## config.mk

```make
export PLATFORM = sky130hd
export DESIGN_NAME = sorted_list_priority_queue
export DESIGN_NICKNAME = d
export VERILOG_FILES = /design/src/hdl/spq_pkg.sv /design/src/hdl/spq_ctrl.sv /design/src/hdl/spq_dpath.sv /design/src/hdl/sorted_list_priority_queue.sv
export SDC_FILE = /design/constraint.sdc
export NUM_CORES = 1
export LEC_CHECK = 0
export BUFFER_PORTS_ARGS = -buffer_cell sky130_fd_sc_hd__buf_2
export CAP_MARGIN = 20
export CORE_AREA = 2 2 278 280
export DETAILED_ROUTE_END_ITERATION = 8
export DIE_AREA = 0 0 280 282
export PLACE_DENSITY = 0.64
export SETUP_SLACK_MARGIN = 0.1
export SYNTH_ARGS = -nofsm -noshare
export SYNTH_HDL_FRONTEND = slang
export SYNTH_SLANG_ARGS = --single-unit
```

## constraint.sdc

```tcl
create_clock -name clk -period 15.35 [get_ports clk]
set_input_delay 3.07 -clock clk [delete_from_list [all_inputs] [get_ports clk]]
set_output_delay 3.07 -clock clk [all_outputs]
set_load 0.05 [all_outputs]
```

## src/hdl/spq_pkg.sv

```systemverilog
package spq_pkg;

    // item opcodes
    typedef enum logic {
        OP_ENQUEUE = 1'b0,
        OP_DEQUEUE = 1'b1
    } opcode_t;

    // result status codes
    typedef enum logic [1:0] {
        ST_ENQUEUED = 2'd0,
        ST_DEQUEUED = 2'd1,
        ST_EMPTY    = 2'd2,
        ST_FULL     = 2'd3
    } status_t;

    typedef struct packed {
        opcode_t            opcode;
        logic signed [31:0] item_value;
        logic [7:0]         item_priority;
    } item_t;

    typedef struct packed {
        status_t            status;
        logic signed [31:0] out_value;
        logic [7:0]         out_priority;
        logic [4:0]         occupancy;
    } result_t;

    typedef enum logic [2:0] {
        S_IDLE,
        S_START,
        S_INS_RD,
        S_INS_CMP,
        S_DEQ_WAIT,
        S_DONE
    } state_t;

    // controller to datapath
    typedef struct packed {
        logic    load;
        logic    rd_head;
        logic    rd_tail;
        logic    shift;
        logic    place;
        logic    pop;
        logic    set_status;
        status_t status;
        logic    publish;
    } ctrl_cmd_t;

    // datapath to controller
    typedef struct packed {
        logic is_dequeue;
        logic empty;
        logic full;
        logic pos_zero;
        logic prio_greater;
        logic out_free;
    } dp_status_t;

endpackage

```

## src/hdl/spq_ctrl.sv

```systemverilog
module spq_ctrl (
    input  logic               clk,
    input  logic               rst_n,
    input  logic               item_valid,
    input  spq_pkg::dp_status_t stat,
    output logic               item_stall,
    output spq_pkg::ctrl_cmd_t cmd
);
    import spq_pkg::*;

    state_t state_reg;
    state_t state_next;

    always_ff @(posedge clk or negedge rst_n)
    begin
        if (!rst_n)
        begin
            state_reg <= S_IDLE;
        end
        else
        begin
            state_reg <= state_next;
        end
    end

    always_comb
    begin
        state_next = state_reg;
        cmd        = '0;
        item_stall = 1'b1;
        case (state_reg)
            S_IDLE:
            begin
                item_stall = 1'b0;
                if (item_valid)
                begin
                    cmd.load   = 1'b1;
                    state_next = S_START;
                end
            end
            S_START:
            begin
                if (stat.is_dequeue)
                begin
                    if (stat.empty)
                    begin
                        cmd.set_status = 1'b1;
                        cmd.status     = ST_EMPTY;
                        state_next     = S_DONE;
                    end
                    else
                    begin
                        cmd.rd_head = 1'b1;
                        state_next  = S_DEQ_WAIT;
                    end
                end
                else if (stat.full)
                begin
                    cmd.set_status = 1'b1;
                    cmd.status     = ST_FULL;
                    state_next     = S_DONE;
                end
                else
                begin
                    state_next = S_INS_RD;
                end
            end
            S_INS_RD:
            begin
                // reached the head: new entry goes first
                if (stat.pos_zero)
                begin
                    cmd.place      = 1'b1;
                    cmd.set_status = 1'b1;
                    cmd.status     = ST_ENQUEUED;
                    state_next     = S_DONE;
                end
                else
                begin
                    cmd.rd_tail = 1'b1;
                    state_next  = S_INS_CMP;
                end
            end
            S_INS_CMP:
            begin
                if (stat.prio_greater)
                begin
                    cmd.shift  = 1'b1;
                    state_next = S_INS_RD;
                end
                else
                begin
                    cmd.place      = 1'b1;
                    cmd.set_status = 1'b1;
                    cmd.status     = ST_ENQUEUED;
                    state_next     = S_DONE;
                end
            end
            S_DEQ_WAIT:
            begin
                cmd.pop        = 1'b1;
                cmd.set_status = 1'b1;
                cmd.status     = ST_DEQUEUED;
                state_next     = S_DONE;
            end
            S_DONE:
            begin
                if (stat.out_free)
                begin
                    cmd.publish = 1'b1;
                    state_next  = S_IDLE;
                end
            end
            default:
            begin
                state_next = S_IDLE;
            end
        endcase
    end

endmodule

```

## src/hdl/spq_dpath.sv

```systemverilog
module spq_dpath #(
    parameter int CAPACITY       = 16,
    parameter int VALUE_WIDTH    = 32,
    parameter int PRIORITY_WIDTH = 8
) (
    input  logic                clk,
    input  logic                rst_n,
    input  spq_pkg::item_t      item,
    input  spq_pkg::ctrl_cmd_t  cmd,
    input  logic                result_stall,
    output spq_pkg::dp_status_t stat,
    output logic                result_valid,
    output spq_pkg::result_t    result
);
    import spq_pkg::*;

    localparam int AW = $clog2(CAPACITY);
    localparam int CW = $clog2(CAPACITY + 1);
    localparam int SW = CW + 1;

    typedef struct packed {
        logic [VALUE_WIDTH-1:0]    value;
        logic [PRIORITY_WIDTH-1:0] prio;
    } entry_t;

    entry_t mem [CAPACITY];

    entry_t          rd_data_reg;
    entry_t          req_reg;
    entry_t          wr_data;
    logic            req_deq_reg;
    logic [AW-1:0]   head_reg;
    logic [AW-1:0]   head_next;
    logic [AW-1:0]   rd_addr;
    logic [AW-1:0]   wr_addr;
    logic [CW-1:0]   count_reg;
    logic [CW-1:0]   count_next;
    logic [CW-1:0]   pos_reg;
    status_t         res_status_reg;
    logic [31:0]     res_value_reg;
    logic [7:0]      res_prio_reg;
    logic            result_valid_reg;
    result_t         result_reg;

    // logical list position to circular buffer address
    function automatic logic [AW-1:0] phys(input logic [AW-1:0] head,
                                           input logic [CW-1:0] lidx);
        logic [SW-1:0] sum;
        sum = SW'(head) + SW'(lidx);
        if (sum >= SW'(CAPACITY))
        begin
            sum = sum - SW'(CAPACITY);
        end
        return sum[AW-1:0];
    endfunction

    assign rd_addr = cmd.rd_head ? head_reg : phys(head_reg, pos_reg - CW'(1));
    assign wr_addr = phys(head_reg, pos_reg);
    assign wr_data = cmd.shift ? rd_data_reg : req_reg;

    always_ff @(posedge clk)
    begin
        if (cmd.shift || cmd.place)
        begin
            mem[wr_addr] <= wr_data;
        end
        if (cmd.rd_head || cmd.rd_tail)
        begin
            rd_data_reg <= mem[rd_addr];
        end
    end

    always_ff @(posedge clk)
    begin
        if (cmd.load)
        begin
            req_reg.value <= VALUE_WIDTH'($unsigned(item.item_value));
            req_reg.prio  <= PRIORITY_WIDTH'(item.item_priority);
            req_deq_reg   <= (item.opcode == OP_DEQUEUE);
            pos_reg       <= count_reg;
            res_value_reg <= '0;
            res_prio_reg  <= '0;
        end
        else
        begin
            if (cmd.shift)
            begin
                pos_reg <= pos_reg - CW'(1);
            end
            if (cmd.pop)
            begin
                res_value_reg <= 32'(rd_data_reg.value);
                res_prio_reg  <= 8'(rd_data_reg.prio);
            end
        end
        if (cmd.set_status)
        begin
            res_status_reg <= cmd.status;
        end
        if (cmd.publish)
        begin
            result_reg.status       <= res_status_reg;
            result_reg.out_value    <= res_value_reg;
            result_reg.out_priority <= res_prio_reg;
            result_reg.occupancy    <= 5'(count_reg);
        end
    end

    always_comb
    begin
        head_next = head_reg;
        if (cmd.pop)
        begin
            head_next = (head_reg == AW'(CAPACITY - 1)) ? '0 : head_reg + AW'(1);
        end
    end

    always_comb
    begin
        count_next = count_reg;
        if (cmd.place)
        begin
            count_next = count_reg + CW'(1);
        end
        else if (cmd.pop)
        begin
            count_next = count_reg - CW'(1);
        end
    end

    always_ff @(posedge clk or negedge rst_n)
    begin
        if (!rst_n)
        begin
            head_reg         <= '0;
            count_reg        <= '0;
            result_valid_reg <= 1'b0;
        end
        else
        begin
            head_reg  <= head_next;
            count_reg <= count_next;
            if (cmd.publish)
            begin
                result_valid_reg <= 1'b1;
            end
            else if (!result_stall)
            begin
                result_valid_reg <= 1'b0;
            end
        end
    end

    assign stat.is_dequeue   = req_deq_reg;
    assign stat.empty        = (count_reg == '0);
    assign stat.full         = (count_reg == CW'(CAPACITY));
    assign stat.pos_zero     = (pos_reg == '0);
    assign stat.prio_greater = (rd_data_reg.prio > req_reg.prio);
    assign stat.out_free     = !result_valid_reg || !result_stall;

    assign result_valid = result_valid_reg;
    assign result       = result_reg;

endmodule

```

## src/hdl/sorted_list_priority_queue.sv

```systemverilog
// stable min-first priority queue held as a sorted circular list
//
// item channel (item_valid / item_stall / item): opcode enqueue or dequeue,
//   a value and a priority; a transfer happens when valid is high and stall low
// result channel (result_valid / result_stall / result): one result per item
//   with status, the removed head entry on dequeue, and the occupancy after it
// an enqueue lands behind every entry of lower or equal priority, so equal
//   priorities leave in arrival order; full drops the item, empty reports it
// sequence: a dequeue goes through start, a head read and a pop before its
//   result is published; empty or full goes from start straight to done; an
//   enqueue walks from the tail, each step a read and then a compare that moves
//   one entry back or places the new one, through the one read port of memory
// one item at a time: item_stall is low only when the controller is idle, so
//   a new item is not taken before the result of the last one is published
// a waiting result sits in the output register while the next item is taken;
//   if result_stall is still high when the next result is ready the
//   controller holds it and the item channel stays stalled
// reset clears the entry count, head pointer and result valid; entry
//   storage is not cleared since only live entries are ever read
module sorted_list_priority_queue #(
    parameter int CAPACITY       = 16,
    parameter int VALUE_WIDTH    = 32,
    parameter int PRIORITY_WIDTH = 8
) (
    input  logic             clk,
    input  logic             rst_n,
    input  logic             item_valid,
    output logic             item_stall,
    input  spq_pkg::item_t   item,
    output logic             result_valid,
    input  logic             result_stall,
    output spq_pkg::result_t result
);
    import spq_pkg::*;

    // command and status between controller and datapath
    ctrl_cmd_t  cmd;
    dp_status_t stat;

    // sequencing: dispatch, tail walk, head pop, result hand-off
    spq_ctrl u_ctrl (
        .clk        (clk),
        .rst_n      (rst_n),
        .item_valid (item_valid),
        .stat       (stat),
        .item_stall (item_stall),
        .cmd        (cmd)
    );

    // entry memory, head/count pointers, request and result registers
    spq_dpath #(
        .CAPACITY       (CAPACITY),
        .VALUE_WIDTH    (VALUE_WIDTH),
        .PRIORITY_WIDTH (PRIORITY_WIDTH)
    ) u_dpath (
        .clk          (clk),
        .rst_n        (rst_n),
        .item         (item),
        .cmd          (cmd),
        .result_stall (result_stall),
        .stat         (stat),
        .result_valid (result_valid),
        .result       (result)
    );

endmodule

```

[Word-level counts from Yosys, hierarchy flattened]
Memory sizes are Yosys's and may differ from the RTL's. A register that Yosys moved wholly into a read port is not among the register bits.
Index checks and enable logic that the tools add are counted.
Storage, ports and cells
  bits in registers: 148
  latch bits: 0
  memory bits (writable): 640
  bits in read-only memories: 0
  output and inout bits: 49
  logic and storage cells: 91
  memories kept: 1
Memories
  u_dpath.mem: words 16, width 40, read ports 1, clocked after memory_dff 1, wr ports 1, RTL line spq_dpath.sv:26  | entry_t mem [CAPACITY];
Cells by class
  add/subtract/negate cells: 8
  $mul: 0
  divide/modulo/power cells: 0
  order comparisons: 3
  eq/ne operators: 10
  shift-type cells: 0
  multiplexer cells: 43
  bitwise gates (word level): 0
  reductions and logical operators: 11
Operators by type and width (count)
  $mux 40: 1
  $mux 3: 11
  $mux 1: 20
  $mux 5: 4
  $pmux 3 s6: 1
  $mux 4: 4
  $add 4x5->6: 2
  $ge 6x5->1 const B: 2
  $pmux 3 s4: 1
  $logic_not 5->1: 2
  $sub 5x1->5 const B: 2
  $gt 8x8->1: 1
  $sub 4x1->4 const B: 2
  $eq 3x2->1 const B: 2
  $eq 3x3->1 const B: 2
  $add 5x1->5 const B: 1
  $eq 5x5->1 const B: 1
  $add 4x1->4 const B: 1
  $eq 4x4->1 const B: 1
  $ne 2x2->1 const B: 2
  $reduce_bool 2->1: 2
  $eq 3x1->1 const B: 1
  $logic_not 3->1: 1
  $logic_or 1x1->1: 3
  4 further kinds: 5

[Longest topological paths before layout]
Gate-level depths: netlist of run 1.
  depth in word-level cells: 6
  mapped depth: 13

[Cells and area by module]
From an unflattened synthesis of run 1, not the netlist that was laid out.
Unflattened totals
  cells, all modules: 1922
  area, all modules: 32434.9 um2
By module, submodules not included
  spq_dpath: times used 1, cells an instance 1878, area each 32113.3 um2
  spq_ctrl: times used 1, cells an instance 44, area each 321.6 um2

[Worst setup path after synthesis of run 1]
OpenSTA, ideal clock, no wires.
  path kind: input to register
  start: input result_stall
  end: register u_dpath.result_reg (netlist bit u_dpath.result[0]) (enable)
  arrival: 5.197 ns
  data required time: 14.898 ns
  setup slack: 9.702 ns
  stages on the path: 3
  buffers on the path: 0
  cells stage by stage: nand2_1 > nand2_1 > nor2_1
RTL lines
  from (decl): RTL line sorted_list_priority_queue.sv:31  | input logic result_stall,
  to (decl): RTL line spq_dpath.sv:43  | result_t result_reg;

[Worst setup path in the final report of run 1]
  start: register u_dpath.head_reg[0]
  end: register u_dpath.rd_data_reg[19] (netlist name)
On the way
  longest elaborated chain between the ends: 4
Ends and longest elaborated chain
  from (decl): RTL line spq_dpath.sv:32  | logic [AW-1:0] head_reg;
  from (signal assigned): RTL line spq_dpath.sv:141  | head_reg <= head_next;
  $add 4x5->6: RTL line spq_dpath.sv:49  | sum = SW'(head) + SW'(lidx);
  $ge 6x5->1 / $sub 4x1->4 (equally long branches): RTL line spq_dpath.sv:50, spq_dpath.sv:52
  $mux 4: RTL line spq_dpath.sv:50  | if (sum >= SW'(CAPACITY))
  $mux 4 *: RTL line spq_dpath.sv:57  | assign rd_addr = cmd.rd_head ? head_reg : phys(head_reg, pos_reg - CW'(1));
Every way passes the cells marked *; elsewhere a longest branch is shown, timed or not.
A chain may end at the register's enable or synchronous reset.

==> metrics.md, run 1 <==
| Metric | Value |
|---|---|
| Post-CTS Setup Inserts | 0 |
| Crit. End Element | register |
| CP Buf/Inv Count | 3 |
| CP Launch Type | register |
| Avg Inst Size Synth | 12.9 sq um |
| # Max-Cap Violations | 0 |
| Hold Crit Start | u_dpath.res_value_reg[30] |
| Status | complete, no violations |
| Post-synth top flop | edfxtp_1 |
| CTS tree | yes |
| Largest net degree at the start of global routing | 132 |
| Root Buffer Master | clkbuf_16 |
| Most common cell after layout, fill and taps aside | edfxtp_1 |
| Die Wd | 280 um |
| Buffers on Ports | 93 |
| GPL Wtd Cong | 0.796 |
| Clock Path Buffers | 3 |
| Htree depth | 3 |
| Cell taking the most area after synthesis | edfxtp_1 |
| CORE AREA | 75700 sq um |
| Most frequent cells in the layout | 775 x edfxtp_1, 221 x nand2_1, 217 x a21oi_1 |
| Final Cycle Share | 0.342 |
| Layout cells sized above 1 | 0.166 |
| Post-synthesis cell type count | 63 |
| CTS sink count | 828 |
| Cells after Synth | 2915 |
| Final-report max-slew violation count | 0 |
| PostCTS Resize Cnt | 0 |
| Die Span Y | 282 um |
| Routed WL | 105000 um |
| Dpl ws | 10190 ps |
| Critical Path Source | u_dpath.head_reg[0] |
| Pre-antenna DRT Iters | 6 |
| Share of the synthesized area in the top cell type | 0.617 |
| Area grow syn2layout | 10.9% |
| Clock buffer count from CTS | 86 |
| Max reg flops | 640 |
| Final hold vios | 0 |
| Final HPWL DP | 55400 um |
| Reg clk slew, reported paths | 60 ps |
| R2r startpoint | u_dpath.head_reg[0] |
| Synthesized flop and latch total | 828 |
| Fin crit period | 5240 ps |
| Antenna cells | 0 |
| # rows | 101 |
| Post-synth EDFFs | 775 |
| Top post-synthesis cells by area | edfxtp_1 62%, mux2_2 4.9%, mux2i_1 3.1% |
| CP max stage delay | 1150 ps |
| Final setup margin | 10110 ps |
| Critical path fanouts, max | 100 |
| GRT overflow | 0 |
| Hold-fix buffers at CTS | 0 |
| Sequential share of the synthesized area | 0.647 |
| First-pass GRT wire length | 157000 um |
| Total track usage | 0.264 |
| DR iter-0 viols | 2664 |
| Cell family with most CP delay | buffers and inverters |
| Req. time, crit path | 15710 ps |
| Final setup viols | 0 |
| Slowest-stage cell, CP | fa_4 |
| Cell Area, Synth | 37700 sq um |
| Crit path DAT | 5610 ps |
| Worst-Margin Slew | 1160 ps |
| Unrepaired setup endpoints after global routing | no |
| Cell Chain, Critical Path | buf_12 -> ha_4 -> fa_4 -> buf_4 -> buf_4 -> o21ai_0 -> mux2_2 -> o22a_1 -> a32oi_1 -> o32ai_1 |
| Fmax | 0.191 GHz |
| Worst skew pair latency | 650 ps |
| Setup TNS | 0 ps |
| Most used cell, CP | buf_4 |
| Initial core utilization | 0.498 |
| Die ar. | 79000 sq um |
| Vias/cell | 6.41 |
| DRT antenna net count | 0 |
| Nets@finish | 2993 |
| Vias | 25472 |
| Clock skew | 20.9 ps |
| Ports | 94 |
| Number of remaining DRC errors | 0 |
| Worst setup path class | register to register |
| Syn Nets | 2982 |
| Vias in the first global route | 25501 |
| Hold Crit Class | register to register |
| Yosys warns | 0 |
| Initial antenna violation count | 0 |
| Slew Limit Headroom | 0.227 |
| WL/cell | 26.4 um |
| R2R setup slack | 10110 ps |
| Async SR Flop Fraction | 0.0157 |
-- final cells by class --
class                   count  area [sq um]
repair buffers            149           936
well taps                 978          1220
fillers                  6015         33900
flip-flops and latches    828         24400
clock inverters            32           308
clock buffers             128          2390
inverters                 171           647
multi-input cells        1690         11900
-- metal layers --
| layer | routed length (um) | global-route usage | share of wire |
|---|---|---|---|
| met3 | 8610 | 0.0393 | 0.082 |
| met4 | 3970 | 0.114 | 0.038 |
| met2 | 49500 | 0.431 | 0.47 |
| met5 | 0 | 0 | 0 |
| met1 | 42800 | 0.354 | 0.41 |
-- path summary, 6_finish.rpt --
kind                                            to  cells after the start
setup / recovery           u_dpath.rd_data_reg[19]                     10
hold / removal                  u_dpath.result[43]                      0
max in group asynchronous      u_dpath.head_reg[1]                      1
setup reg to reg           u_dpath.rd_data_reg[19]                     10
min in group asynchronous      u_ctrl.state_reg[0]                      1
hold reg to reg                 u_dpath.result[43]                      0
-- through the flow --
step	hold slack (ps)	cells	cell area [sq um]	util
6_report	428	3976	41800	0.552
2_1_floorplan	400	2915	37700	-
3_3_place_gp	412	3816	39100	0.516
5_1_grt	439	3976	41800	0.552
3_5_place_dp	416	3816	39100	0.516
4_1_cts	430	3976	41800	0.552
-- worst register-to-register path, cell delays in order, from the launching register on --
cell	delay [ps]
dfrtp_2	420
buf_12	250
ha_4	270
fa_4	1150
buf_4	650
buf_4	960
o21ai_0	390
mux2_2	370
o22a_1	200
a32oi_1	200
o32ai_1	120
-- cell usage after synthesis, types with 35 or more instances --
cell type  number
mux2i_1       118
nor2b_1        38
mux2_2        163
o22ai_1        52
o22a_1         35
dfxtp_1        40
nand2_1       222
a221o_1        41
and3_1         40
edfxtp_1      775
clkbuf_1      165
a31oi_1        36
nor2_1        100
inv_1         170
a32oi_1        35
o21ai_0       211
o211ai_1       35
a21oi_1       219
o32ai_1        38
-- logic make-up (layout without fill, tap and decap cells) --
kind of cell / after synthesis / in the layout / synth area share
xor+xnor: 12 / 12 / 0.00279
fa+ha+maj: 22 / 22 / 0.00790
simple gates: 519 / 519 / 0.0687
compound gates: 850 / 850 / 0.148
flops: 828 / 828 / 0.647
mux: 287 / 287 / 0.0819
buf+inv: 397 / 480 / 0.0436
Power of run 1 is not shown: default switching activity piles up to over one toggle a cycle in this logic, so the estimate is an artifact.
==> inputs of run 2 (changes only) <==
Settings changed: PLACE_DENSITY 0.64 to 0.66.
Clock period 15.35 ns to 4.48 ns, I/O delays scaled along.
==> run 2 against run 1 <==
Clock skew increased by 2.1 ps. Via count grew 1.6%. Global-route usage increased by 0.27 points. Count of clock-buffer cells in the layout fell by 3. Core utilization increased by 0.90 points. Worst setup slack got worse by 9700 ps. Fmax grew 30%. Register-to-register slack worse by 9700 ps. Non-clock buffer count grew 37. Worst hold slack lost 270 ps.
==> metrics.md, run 2 (same netlist as run 1, synthesis figures left out) <==
| Metric | Value |
|---|---|
| Status | complete, no violations |
| Worst setup path class | register to register |
| Root Buffer Master | clkbuf_16 |
| Reg clk slew, reported paths | 60 ps |
| Worst skew pair latency | 650 ps |
| Dpl ws | 518 ps |
| Area of the multi-input gates | 11900 sq um |
| Cell family with most CP delay | compound AO/OA/AOI/OAI gates |
| Routed WL | 106000 um |
| Final HPWL DP | 58000 um |
| Max reg flops | 640 |
| Die Wd | 280 um |
| Most used cell, CP | a21o_1 |
| Total track usage | 0.267 |
| Final instance area | 42500 sq um |
| R2r startpoint | u_dpath.rd_data_reg[2] |
| Number of remaining DRC errors | 0 |
| Crit. End Element | register |
| Critical path fanouts, max | 4 |
| WL/cell | 26.3 um |
| Nets@finish | 3033 |
| Req. time, crit path | 5040 ps |
| Worst-Margin Slew | 1080 ps |
| Fmax | 0.248 GHz |
| Slew Limit Headroom | 0.279 |
| Initial antenna violation count | 1 |
| Final setup viols | 0 |
| GPL Wtd Cong | 0.807 |
| Vias | 25889 |
| # Max-Cap Violations | 0 |
| Htree depth | 3 |
| CP max stage delay | 760 ps |
| Post-CTS Setup Inserts | 0 |
| Clock Path Buffers | 3 |
| Crit path DAT | 4590 ps |
| CORE AREA | 75700 sq um |
| # rows | 101 |
| CTS tree | yes |
| Initial core utilization | 0.498 |
| R2r endpoint | u_dpath.count_reg[4] |
| Vias in the first global route | 26288 |
| PostCTS Resize Cnt | 0 |
| Cell Chain, Critical Path | ha_1 -> a21o_1 -> a221o_1 -> a221oi_1 -> o21a_1 -> o21ai_0 -> fa_1 -> a21o_1 -> a21o_1 -> mux2i_1 -> a32oi_1 -> xnor2_1 |
| # fillers | 5948 |
| Reg2reg path depth | 12 |
| Hold-fix buffers at CTS | 0 |
| CTS sink count | 828 |
| CP Launch Type | register |
| Final-report max-slew violation count | 0 |
| Slowest-stage cell, CP | a221oi_1 |
| Critical Path Source | u_dpath.rd_data_reg[2] |
| Unrepaired setup endpoints after global routing | no |
| Post-route insts no fill | 4021 |
| Final setup margin | 447 ps |
| R2R setup slack | 450 ps |
| Vias/cell | 6.44 |
| Fin crit period | 4030 ps |
| Final Cycle Share | 0.900 |
| DRT antenna net count | 0 |
| Buffers on Ports | 93 |
| Most common cell after layout, fill and taps aside | edfxtp_1 |
| Die ar. | 79000 sq um |
| DR iter-0 viols | 2859 |
| Area grow syn2layout | 12.7% |
| Clock skew | 23.0 ps |
| Placed Area | 39600 sq um |
| Final hold vios | 0 |
| GRT overflow | 0 |
| Ports | 94 |
| Die Span Y | 282 um |
| Setup TNS | 0 ps |
| Clock buffer count from CTS | 89 |
| Most frequent cells in the layout | 775 x edfxtp_1, 221 x nand2_1, 217 x a21oi_1 |
| Layout cells sized above 1 | 0.181 |
| Largest net degree at the start of global routing | 108 |
| Sequential Area | 24400 sq um |
| Placed insts | 3853 |
| Hold Crit Class | primary input to async pin |
| First-pass GRT wire length | 158000 um |
| Pre-antenna DRT Iters | 6 |
| CP Buf/Inv Count | 0 |
[run 2: changes by cell type in the layout (fill, tap and decap cells not counted), moves of 2 or more]
cell	change
buf_12	+16
buf_4	+21
clkbuf_1	-10
clkbuf_16	+5
clkbuf_8	+2
clkinv_2	+4
clkinvlp_4	+5
nor3_2	-4
nor3_4	+4
[run 2: final cells by class]
| type | instances | area share |
|---|---|---|
| Sequential cell | 828 | 0.575 |
| Timing Repair Buffer | 186 | 0.0333 |
| Clock inverter | 42 | 0.00869 |
| Tap cell | 978 | 0.0288 |
| Antenna cell | 1 | 0.0000589 |
| Multi-Input combinational cell | 1690 | 0.280 |
| Inverter | 171 | 0.0152 |
| Clock buffer | 125 | 0.0590 |
[run 2: worst max-delay path by stage]
stage,endpoint,slack [ps],cells after the start
floorplan,u_dpath.mem[0][0],610,7
global placement,u_dpath.count_reg[4],580,12
detailed placement,u_dpath.count_reg[4],520,12
CTS,u_dpath.count_reg[4],490,12
global route,u_dpath.count_reg[4],320,12
finish,u_dpath.count_reg[4],450,12
[run 2: metal layers]
metal	vias up	global-route usage	share of wire
met5	-	0	0
met4	0	0.125	0.039
met3	294	0.0400	0.083
met2	1452	0.443	0.48
met1	12909	0.346	0.40
li1	11234	-	-
[run 2: metrics by stage]
step	utilization	hold slack, ps
2_1_floorplan	-	400
3_3_place_gp	0.523	410
3_5_place_dp	0.523	412
4_1_cts	0.561	139
5_1_grt	0.561	155
6_report	0.561	156
Power of run 2 is left out for the same reason.
